--- src/hdl/running_mean_confidence_interval_assert.svh ---
`ifndef RUNNING_MEAN_CONFIDENCE_INTERVAL_ASSERT_SVH
`define RUNNING_MEAN_CONFIDENCE_INTERVAL_ASSERT_SVH

// same-cycle implication, sampled on clk_i, off during reset
`define RMCI_ASSERT_IMP(label, ante, cons, msg) \
  label: assert property (@(posedge clk_i) disable iff (!rst_ni) (ante) |-> (cons)) \
    else $error(msg);

// next-cycle implication
`define RMCI_ASSERT_NXT(label, ante, cons, msg) \
  label: assert property (@(posedge clk_i) disable iff (!rst_ni) (ante) |=> (cons)) \
    else $error(msg);

`endif

--- src/hdl/rmci_pkg.sv ---
package rmci_pkg;

  localparam int unsigned Z_FRAC = 16;
  localparam logic [30:0] MAX31 = 31'h7FFF_FFFF;
  localparam logic [19:0] Z_RESET = 20'd128451;

  localparam logic REG_MODE = 1'b0;
  localparam logic REG_Z    = 1'b1;

  typedef enum logic [4:0] {
    OP_IDLE, OP_LOAD, OP_CLEAR, OP_SUM, OP_AREA, OP_SUM_AREA, OP_MEAN_INIT, OP_DIV,
    OP_MEAN_SET, OP_DEV_SQ, OP_DEV_ADD, OP_VAR_INIT, OP_SIG_INIT, OP_SQRT, OP_SIG_SET,
    OP_SIG_SQ, OP_ERR_INIT, OP_ERR_SET, OP_MARGIN, OP_BOUNDS, OP_CNT_INC, OP_OUT
  } dp_op_e;

  typedef struct packed {
    logic restart;
    logic mode;
    logic step_ok;
    logic n_gt2;
    logic var_big;
    logic div_last;
    logic sqrt_last;
  } status_t;

  typedef struct packed {
    logic signed [31:0] mean_value;
    logic [30:0]        std_dev;
    logic [30:0]        std_error;
    logic [30:0]        margin;
    logic signed [31:0] lower_bound;
    logic signed [31:0] upper_bound;
    logic               interval_valid;
  } rsp_t;

endpackage

--- src/hdl/rmci_ctrl.sv ---
module rmci_ctrl (
  input  logic              clk_i,
  input  logic              rst_ni,
  input  logic              in_valid_i,
  output logic              in_ready_o,
  output logic              out_valid_o,
  input  logic              out_ready_i,
  input  rmci_pkg::status_t status_i,
  output rmci_pkg::dp_op_e  op_o
);

  `include "running_mean_confidence_interval_assert.svh"

  typedef enum logic [21:0] {
    S_IDLE     = 22'h000001,
    S_DECIDE   = 22'h000002,
    S_SUM_AREA = 22'h000004,
    S_MEAN_INIT= 22'h000008,
    S_MEAN_DIV = 22'h000010,
    S_MEAN_SET = 22'h000020,
    S_DEV_SQ   = 22'h000040,
    S_DEV_ADD  = 22'h000080,
    S_VAR_INIT = 22'h000100,
    S_VAR_DIV  = 22'h000200,
    S_SIG_INIT = 22'h000400,
    S_SIG_SQRT = 22'h000800,
    S_SIG_SET  = 22'h001000,
    S_SIG_SQ   = 22'h002000,
    S_ERR_DIV  = 22'h004000,
    S_ERR_INIT = 22'h008000,
    S_ERR_SQRT = 22'h010000,
    S_ERR_SET  = 22'h020000,
    S_MARGIN   = 22'h040000,
    S_BOUNDS   = 22'h080000,
    S_CNT_INC  = 22'h100000,
    S_FINISH   = 22'h200000
  } state_e;

  state_e state_q, state_d;
  logic   out_valid_q, out_valid_d;
  logic   out_free;

  assign out_free   = !out_valid_q || out_ready_i;
  assign in_ready_o = state_q == S_IDLE;

  always_comb begin
    state_d     = state_q;
    op_o        = rmci_pkg::OP_IDLE;
    out_valid_d = out_valid_q && !out_ready_i;
    case (state_q)
      S_IDLE: begin
        if (in_valid_i) begin
          op_o    = rmci_pkg::OP_LOAD;
          state_d = S_DECIDE;
        end
      end
      S_DECIDE: begin
        if (status_i.restart) begin
          op_o    = rmci_pkg::OP_CLEAR;
          state_d = S_FINISH;
        end else if (!status_i.mode) begin
          op_o    = rmci_pkg::OP_SUM;
          state_d = S_MEAN_INIT;
        end else if (status_i.step_ok) begin
          op_o    = rmci_pkg::OP_AREA;
          state_d = S_SUM_AREA;
        end else begin
          state_d = S_FINISH;
        end
      end
      S_SUM_AREA: begin
        op_o    = rmci_pkg::OP_SUM_AREA;
        state_d = S_MEAN_INIT;
      end
      S_MEAN_INIT: begin
        op_o    = rmci_pkg::OP_MEAN_INIT;
        state_d = S_MEAN_DIV;
      end
      S_MEAN_DIV: begin
        op_o = rmci_pkg::OP_DIV;
        if (status_i.div_last) state_d = S_MEAN_SET;
      end
      S_MEAN_SET: begin
        op_o    = rmci_pkg::OP_MEAN_SET;
        state_d = S_DEV_SQ;
      end
      S_DEV_SQ: begin
        op_o    = rmci_pkg::OP_DEV_SQ;
        state_d = S_DEV_ADD;
      end
      S_DEV_ADD: begin
        op_o    = rmci_pkg::OP_DEV_ADD;
        state_d = status_i.n_gt2 ? S_VAR_INIT : S_CNT_INC;
      end
      S_VAR_INIT: begin
        op_o    = rmci_pkg::OP_VAR_INIT;
        state_d = S_VAR_DIV;
      end
      S_VAR_DIV: begin
        op_o = rmci_pkg::OP_DIV;
        if (status_i.div_last) state_d = S_SIG_INIT;
      end
      S_SIG_INIT: begin
        op_o    = rmci_pkg::OP_SIG_INIT;
        state_d = status_i.var_big ? S_SIG_SQ : S_SIG_SQRT;
      end
      S_SIG_SQRT: begin
        op_o = rmci_pkg::OP_SQRT;
        if (status_i.sqrt_last) state_d = S_SIG_SET;
      end
      S_SIG_SET: begin
        op_o    = rmci_pkg::OP_SIG_SET;
        state_d = S_SIG_SQ;
      end
      S_SIG_SQ: begin
        op_o    = rmci_pkg::OP_SIG_SQ;
        state_d = S_ERR_DIV;
      end
      S_ERR_DIV: begin
        op_o = rmci_pkg::OP_DIV;
        if (status_i.div_last) state_d = S_ERR_INIT;
      end
      S_ERR_INIT: begin
        op_o    = rmci_pkg::OP_ERR_INIT;
        state_d = S_ERR_SQRT;
      end
      S_ERR_SQRT: begin
        op_o = rmci_pkg::OP_SQRT;
        if (status_i.sqrt_last) state_d = S_ERR_SET;
      end
      S_ERR_SET: begin
        op_o    = rmci_pkg::OP_ERR_SET;
        state_d = S_MARGIN;
      end
      S_MARGIN: begin
        op_o    = rmci_pkg::OP_MARGIN;
        state_d = S_BOUNDS;
      end
      S_BOUNDS: begin
        op_o    = rmci_pkg::OP_BOUNDS;
        state_d = S_CNT_INC;
      end
      S_CNT_INC: begin
        op_o    = rmci_pkg::OP_CNT_INC;
        state_d = S_FINISH;
      end
      S_FINISH: begin
        if (out_free) begin
          op_o        = rmci_pkg::OP_OUT;
          out_valid_d = 1'b1;
          state_d     = S_IDLE;
        end
      end
      default: state_d = S_IDLE;
    endcase
  end

  always_ff @(posedge clk_i or negedge rst_ni) begin
    if (!rst_ni) begin
      state_q     <= S_IDLE;
      out_valid_q <= 1'b0;
    end else begin
      state_q     <= state_d;
      out_valid_q <= out_valid_d;
    end
  end

  assign out_valid_o = out_valid_q;

  `RMCI_ASSERT_NXT(a_req_starts, in_valid_i && in_ready_o, state_q == S_DECIDE, "request not started")
  `RMCI_ASSERT_IMP(a_rsp_from_finish, $rose(out_valid_q), $past(state_q == S_FINISH), "stray response")
  `RMCI_ASSERT_NXT(a_div_ends, state_q == S_MEAN_DIV && status_i.div_last, state_q == S_MEAN_SET, "divide overran")

endmodule

--- config.mk ---
export PLATFORM = sky130hd
export DESIGN_NAME = rmci_ctrl
export DESIGN_NICKNAME = d
export VERILOG_FILES = /design/src/hdl/rmci_pkg.sv /design/src/hdl/rmci_ctrl.sv
export VERILOG_INCLUDE_DIRS = /design/src /design/src/hdl
export SDC_FILE = /design/constraint.sdc
export NUM_CORES = 1
export LEC_CHECK = 0
export BUFFER_PORTS_ARGS = -buffer_cell sky130_fd_sc_hd__clkbuf_2
export CORE_ASPECT_RATIO = 0.6
export CORE_MARGIN = 3
export CORE_UTILIZATION = 62
export CTS_CLUSTER_SIZE = 8
export DETAILED_ROUTE_END_ITERATION = 7
export GPL_TIMING_DRIVEN = 0
export PLACE_DENSITY = 0.93
export SLEW_MARGIN = 40
export SYNTH_ARGS = -nofsm -noshare
export SYNTH_HDL_FRONTEND = slang
export SYNTH_SLANG_ARGS = --single-unit
export TNS_END_PERCENT = 5
--- constraint.sdc ---
create_clock -name clk_i -period 4.5 [get_ports clk_i]
set_clock_uncertainty 0.2 [all_clocks]
set_input_delay 0 -clock clk_i [delete_from_list [all_inputs] [get_ports clk_i]]
set_output_delay 0 -clock clk_i [all_outputs]
set_load 0.1 [all_outputs]
* Word level (Yosys, flattened, before mapping)
Cells that the tools add are included.
** Word-level totals
- Bits in registers :: 23
- Input port bits :: 11
- Output and inout bits :: 7
- Logic and storage cells :: 59
** Operators by class
- Eq/ne operators :: 29
- Mux-type cells :: 21
- Reductions and logical operators :: 7
** Operator list (count)
- one-hot mux 22 bit (22 select lines) :: 1
- two-way mux 22 bit :: 10
- one-hot mux 5 bit (19 select lines) :: 1
- == test 22 x 1 -> 1 bit, second input constant :: 1
- == test 22 x 10 -> 1 bit, second input constant :: 1
- == test 22 x 11 -> 1 bit, second input constant :: 1
- == test 22 x 12 -> 1 bit, second input constant :: 1
- == test 22 x 13 -> 1 bit, second input constant :: 1
- == test 22 x 14 -> 1 bit, second input constant :: 1
- == test 22 x 15 -> 1 bit, second input constant :: 1
- == test 22 x 16 -> 1 bit, second input constant :: 1
- == test 22 x 17 -> 1 bit, second input constant :: 1
- == test 22 x 18 -> 1 bit, second input constant :: 1
- == test 22 x 19 -> 1 bit, second input constant :: 1
- == test 22 x 2 -> 1 bit, second input constant :: 1
- == test 22 x 20 -> 1 bit, second input constant :: 1
- == test 22 x 21 -> 1 bit, second input constant :: 1
- == test 22 bit, second input constant :: 1
- == test 22 x 3 -> 1 bit, second input constant :: 1
- == test 22 x 4 -> 1 bit, second input constant :: 1
- == test 22 x 5 -> 1 bit, second input constant :: 1
- == test 22 x 6 -> 1 bit, second input constant :: 1
- == test 22 x 7 -> 1 bit, second input constant :: 1
- == test 22 x 8 -> 1 bit, second input constant :: 1
- 13 further kinds :: 24

* Logic depth before layout (Yosys ltp)
- Depth in word-level cells :: 4
- Depth in mapped cells :: 7

* Worst setup path after synthesis
No wires, ideal clock.
- Path type :: reg2out
- Start point :: register state_q[5]
- End point :: output op_o[0]
- Data arrival time :: 3961 ps
- Setup slack :: 339 ps
- Cell stages (with the launch flop) :: 7
- Buffers on the path :: 0
- Cell sequence :: dfrtp_1 nor4_4 nand2_1 nor4_2 and2_1 nor2_1 o2111ai_1
** RTL lines
- from (decl) :: RTL line rmci_ctrl.sv:39 : state_e state_q, state_d;
- from (signal assigned) :: RTL line rmci_ctrl.sv:163 : state_q <= state_d;
- == test 22 x 1 -> 1 bit
- net in_ready_o :: RTL line rmci_ctrl.sv:5 : output logic in_ready_o,
- one-hot mux 5 bit (19 select lines) :: RTL line rmci_ctrl.sv:50 : case (state_q)
- to (decl) :: RTL line rmci_ctrl.sv:9 : output rmci_pkg::dp_op_e op_o
The timed path passes the listed nets, and every way through them passes these cells.

* Final worst setup path
- Start point :: register state_q[1]
- End point :: output op_o[0]
** Between the ends
- Longest elaborated chain between the ends :: 3
** Ends and longest elaborated chain (RTL line)
- == test 22 x 15 -> 1 bit (tied with other cells) :: rmci_ctrl.sv:50
- OR reduction 3 bit (no source line) / OR reduction 2 bit (equally long branches)
- one-hot mux 5 bit (19 select lines) (*) :: rmci_ctrl.sv:50
Every way passes the cells marked *; elsewhere a longest branch is shown, timed or not.

==> results.cfg <==
[placed_design]
io_buffers = 17
hpwlAfterDp_mm = 3.080
place_congestion = 0.9268
placed_area_um2 = 1669

[global_route]
grt_pass1_vias = 1588
grt_util_all_layers_pct = 31.86
grt_max_degree = 24
grt_overflow = 0
grt_pass1_wl_mm = 7.645
antenna_found_initial = 0

[cells_and_area]
nNetsFinal = 210
utilization_pct = 81.18
final_cell_mix = 22 x dfrtp_1, 17 x clkbuf_2, 15 x nor2_1
design_area_um2 = 1836
drive_gt1_share_pct = 21.21
syn_to_final_growth_pct = 18.69
diodes = 0
final_common_cell = dfrtp_1

[sta]
tns_ps = 0
setup_viol = 0
worst_pin_slew_ps = 834.4
whs_ps = 49.60
maxSlewViolCount = 0
fin_crit_sh_pct = 79.10
fin_crit_ps = 3559
slew-limit-headroom_pct = 43.86
rsz0062_at_grt = no
max_freq_mhz = 281.0
hold_viol_final = 0

[critical_path]
endpoint = op_o[0]
crit_start = state_q[1]
r2r_slack_ps = 1540
start_kind = flop
criticalPathCategory = flop to primary output
r2r_end = state_q[0]
worst_r2r_path_depth = 7
cp.arrival_ps = 3360
r2r-start = state_q[1]
end_kind = primary output
cp.required_ps = 4300
crit_fanout = 8

[floorplan]
ioPinCount = 18
die-width_um = 70.48
dieArea_um2 = 3149
initial_utilization_pct = 68.40
core_um2 = 2261
die_h_um = 44.69
placementRows = 13

[synthesis]
ys_seq_area_share_pct = 37.30
netlist_instances = 165
synthDistinctLibCells = 50
ys_ff_latch = 23
ys_warn_count = 0
ys_async_sr_fraction_pct = 100.0
synth_nets = 176
synth_edf_count = 0
synthesis.area_per_instance_um2 = 9.373
syn_area_um2 = 1546
yosys.area_share.simple_pct = 40.53
synth_compound_area_share_pct = 15.45
synth_top_family_by_area = simple AND/OR/NAND/NOR gates
synthXorXnorAreaFrac_pct = 3.398
synthMuxAreaShare_pct = 0
ys.flop_type = dfrtp_1
synth_fa_ha_area_share_pct = 0

[pwr]
intPower_mw = 0.4072
seqPwrFrac_pct = 29.5
switchingPower_mw = 0.4155
pwr-share-comb_pct = 54.3
p_total_mw = 0.8227
p_clk_share_pct = 16.2
power_density_nw_per_um2 = 448.2
leakagePower_nw = 0.9257
irDropWorstVdd_uv = 241.1
switching_share_pct = 50.50

[clock_network]
cts-root-buf = clkbuf_8
postCtsSetupBuffers = 0
clk_latency_ps = 270
ctsHtreeMaxLevel = 1
ctsHoldBuffers = 12
clk_pin_slew_worst_paths_ps = 80
cts_tree = built
cts_resized = 0
clock-sinks = 23
numCtsBuffers = 3
cts.path.max_buffers = 2

[routing]
drtAntennaViolNets = 0
drtIter0Drc = 390
routedWlPerCell_um = 20.37
drt_pre_antenna_iters = 5
vias_per_cell = 7.351
routed_wirelength_mm = 4.645
route.detailed.drc = 0
vias = 1676

[run]
maxCapViolations = 0

[run_status]
status = completed

[hold_path]
hold_class = input pin to asynchronous set/reset pin
[critical path, stage by stage (launching register included)]
cell	delay [ps]
dfrtp_1	360
buf_4	160
nor4_4	470
nand3_1	280
nor4_1	760
nor3_1	200
and2_1	250
o2111ai_1	100
clkbuf_2	490
[logic make-up (layout without fill, tap and decap cells)]
| kind of cell | after synthesis | count (layout) |
|---|---|---|
| AND/OR/NAND/NOR | 95 | 95 |
| flip-flops | 23 | 23 |
| XOR/XNOR | 6 | 6 |
| buffers and inverters | 10 | 43 |
| AO/OA/AOI/OAI | 31 | 31 |
[metal layers]
layer  GRT usage [%]  wire length (um)
met1           39.86              1697
met2           54.28              2045
met5               0                 0
met4           11.45               260
met3           8.390               642
[stage by stage]
| stage | instances | worst slack (ps) |
|---|---|---|
| floorplan | 165 | 338.7 |
| global placement | 212 | 1606 |
| detailed placement | 212 | 1557 |
| CTS | 228 | 1142 |
| global route | 228 | 908.3 |
| finish | 228 | 940.7 |
[cells in the mapped netlist, types with 2 or more instances]
master    count  area [um^2]
dfrtp_1      22        550.5
nor2_1       15        56.30
nand2_1      12        45.04
nor4_1        9        56.30
nand3_1       7        35.03
nor3_1        7        35.03
inv_1         6        22.52
a21oi_1       5        25.02
nor2b_1       5        31.28
a21o_1        4        30.03
and2_1        4        25.02
nand2b_1      4        25.02
nand3b_1      4        30.03
nor4_4        4        85.08
o21ai_0       4        20.02
xor2_1        4        35.03
and3_1        3        18.77
a21bo_1       2        20.02
buf_2         2        10.01
nand4_1       2        12.51
nand4b_1      2        17.52
nor3_2        2        20.02
nor4_2        2        25.02
nor4b_1       2        17.52
o211a_1       2        20.02
o211ai_1      2        15.01
o21bai_1      2        15.01
or3_1         2        12.51
or4_1         2        15.01
xnor2_1       2        17.52
[flip-flops by register name (all words and copies together), names as in the netlist]
name,count
out_valid_o,1
state_q,22
[final cells by class]
cell class                 instances  area, um^2
buffer                             4       28.78
clock buffer                       3       41.29
clock inverter                     1       5.005
fill                             136       425.4
inverter                           6       22.52
multi-input combinational        132       918.4
sequential                        23       576.8
tap                               30       37.54
timing repair buffer              29       205.2
[worst min path at each step]
stage	from	end	cells past startpoint
after detailed placement	rst_ni	state_q[6]	1
after floorplan	rst_ni	out_valid_o	0
after CTS	rst_ni	state_q[11]	2
final	rst_ni	state_q[7]	2
after global routing	rst_ni	state_q[13]	2
after global placement	rst_ni	state_q[6]	1
[power groups by stage]
stage / Clock, mW / Sequential [mW] / Combinational, mW
after global routing: 0.144 / 0.244 / 0.463
after CTS: 0.132 / 0.242 / 0.424
after detailed placement: 0 / 0.246 / 0.410
after global placement: 0 / 0.244 / 0.401
final: 0.133 / 0.243 / 0.447
after floorplan: 0 / 0.255 / 0.323
(Power assumes the default switching activity.)
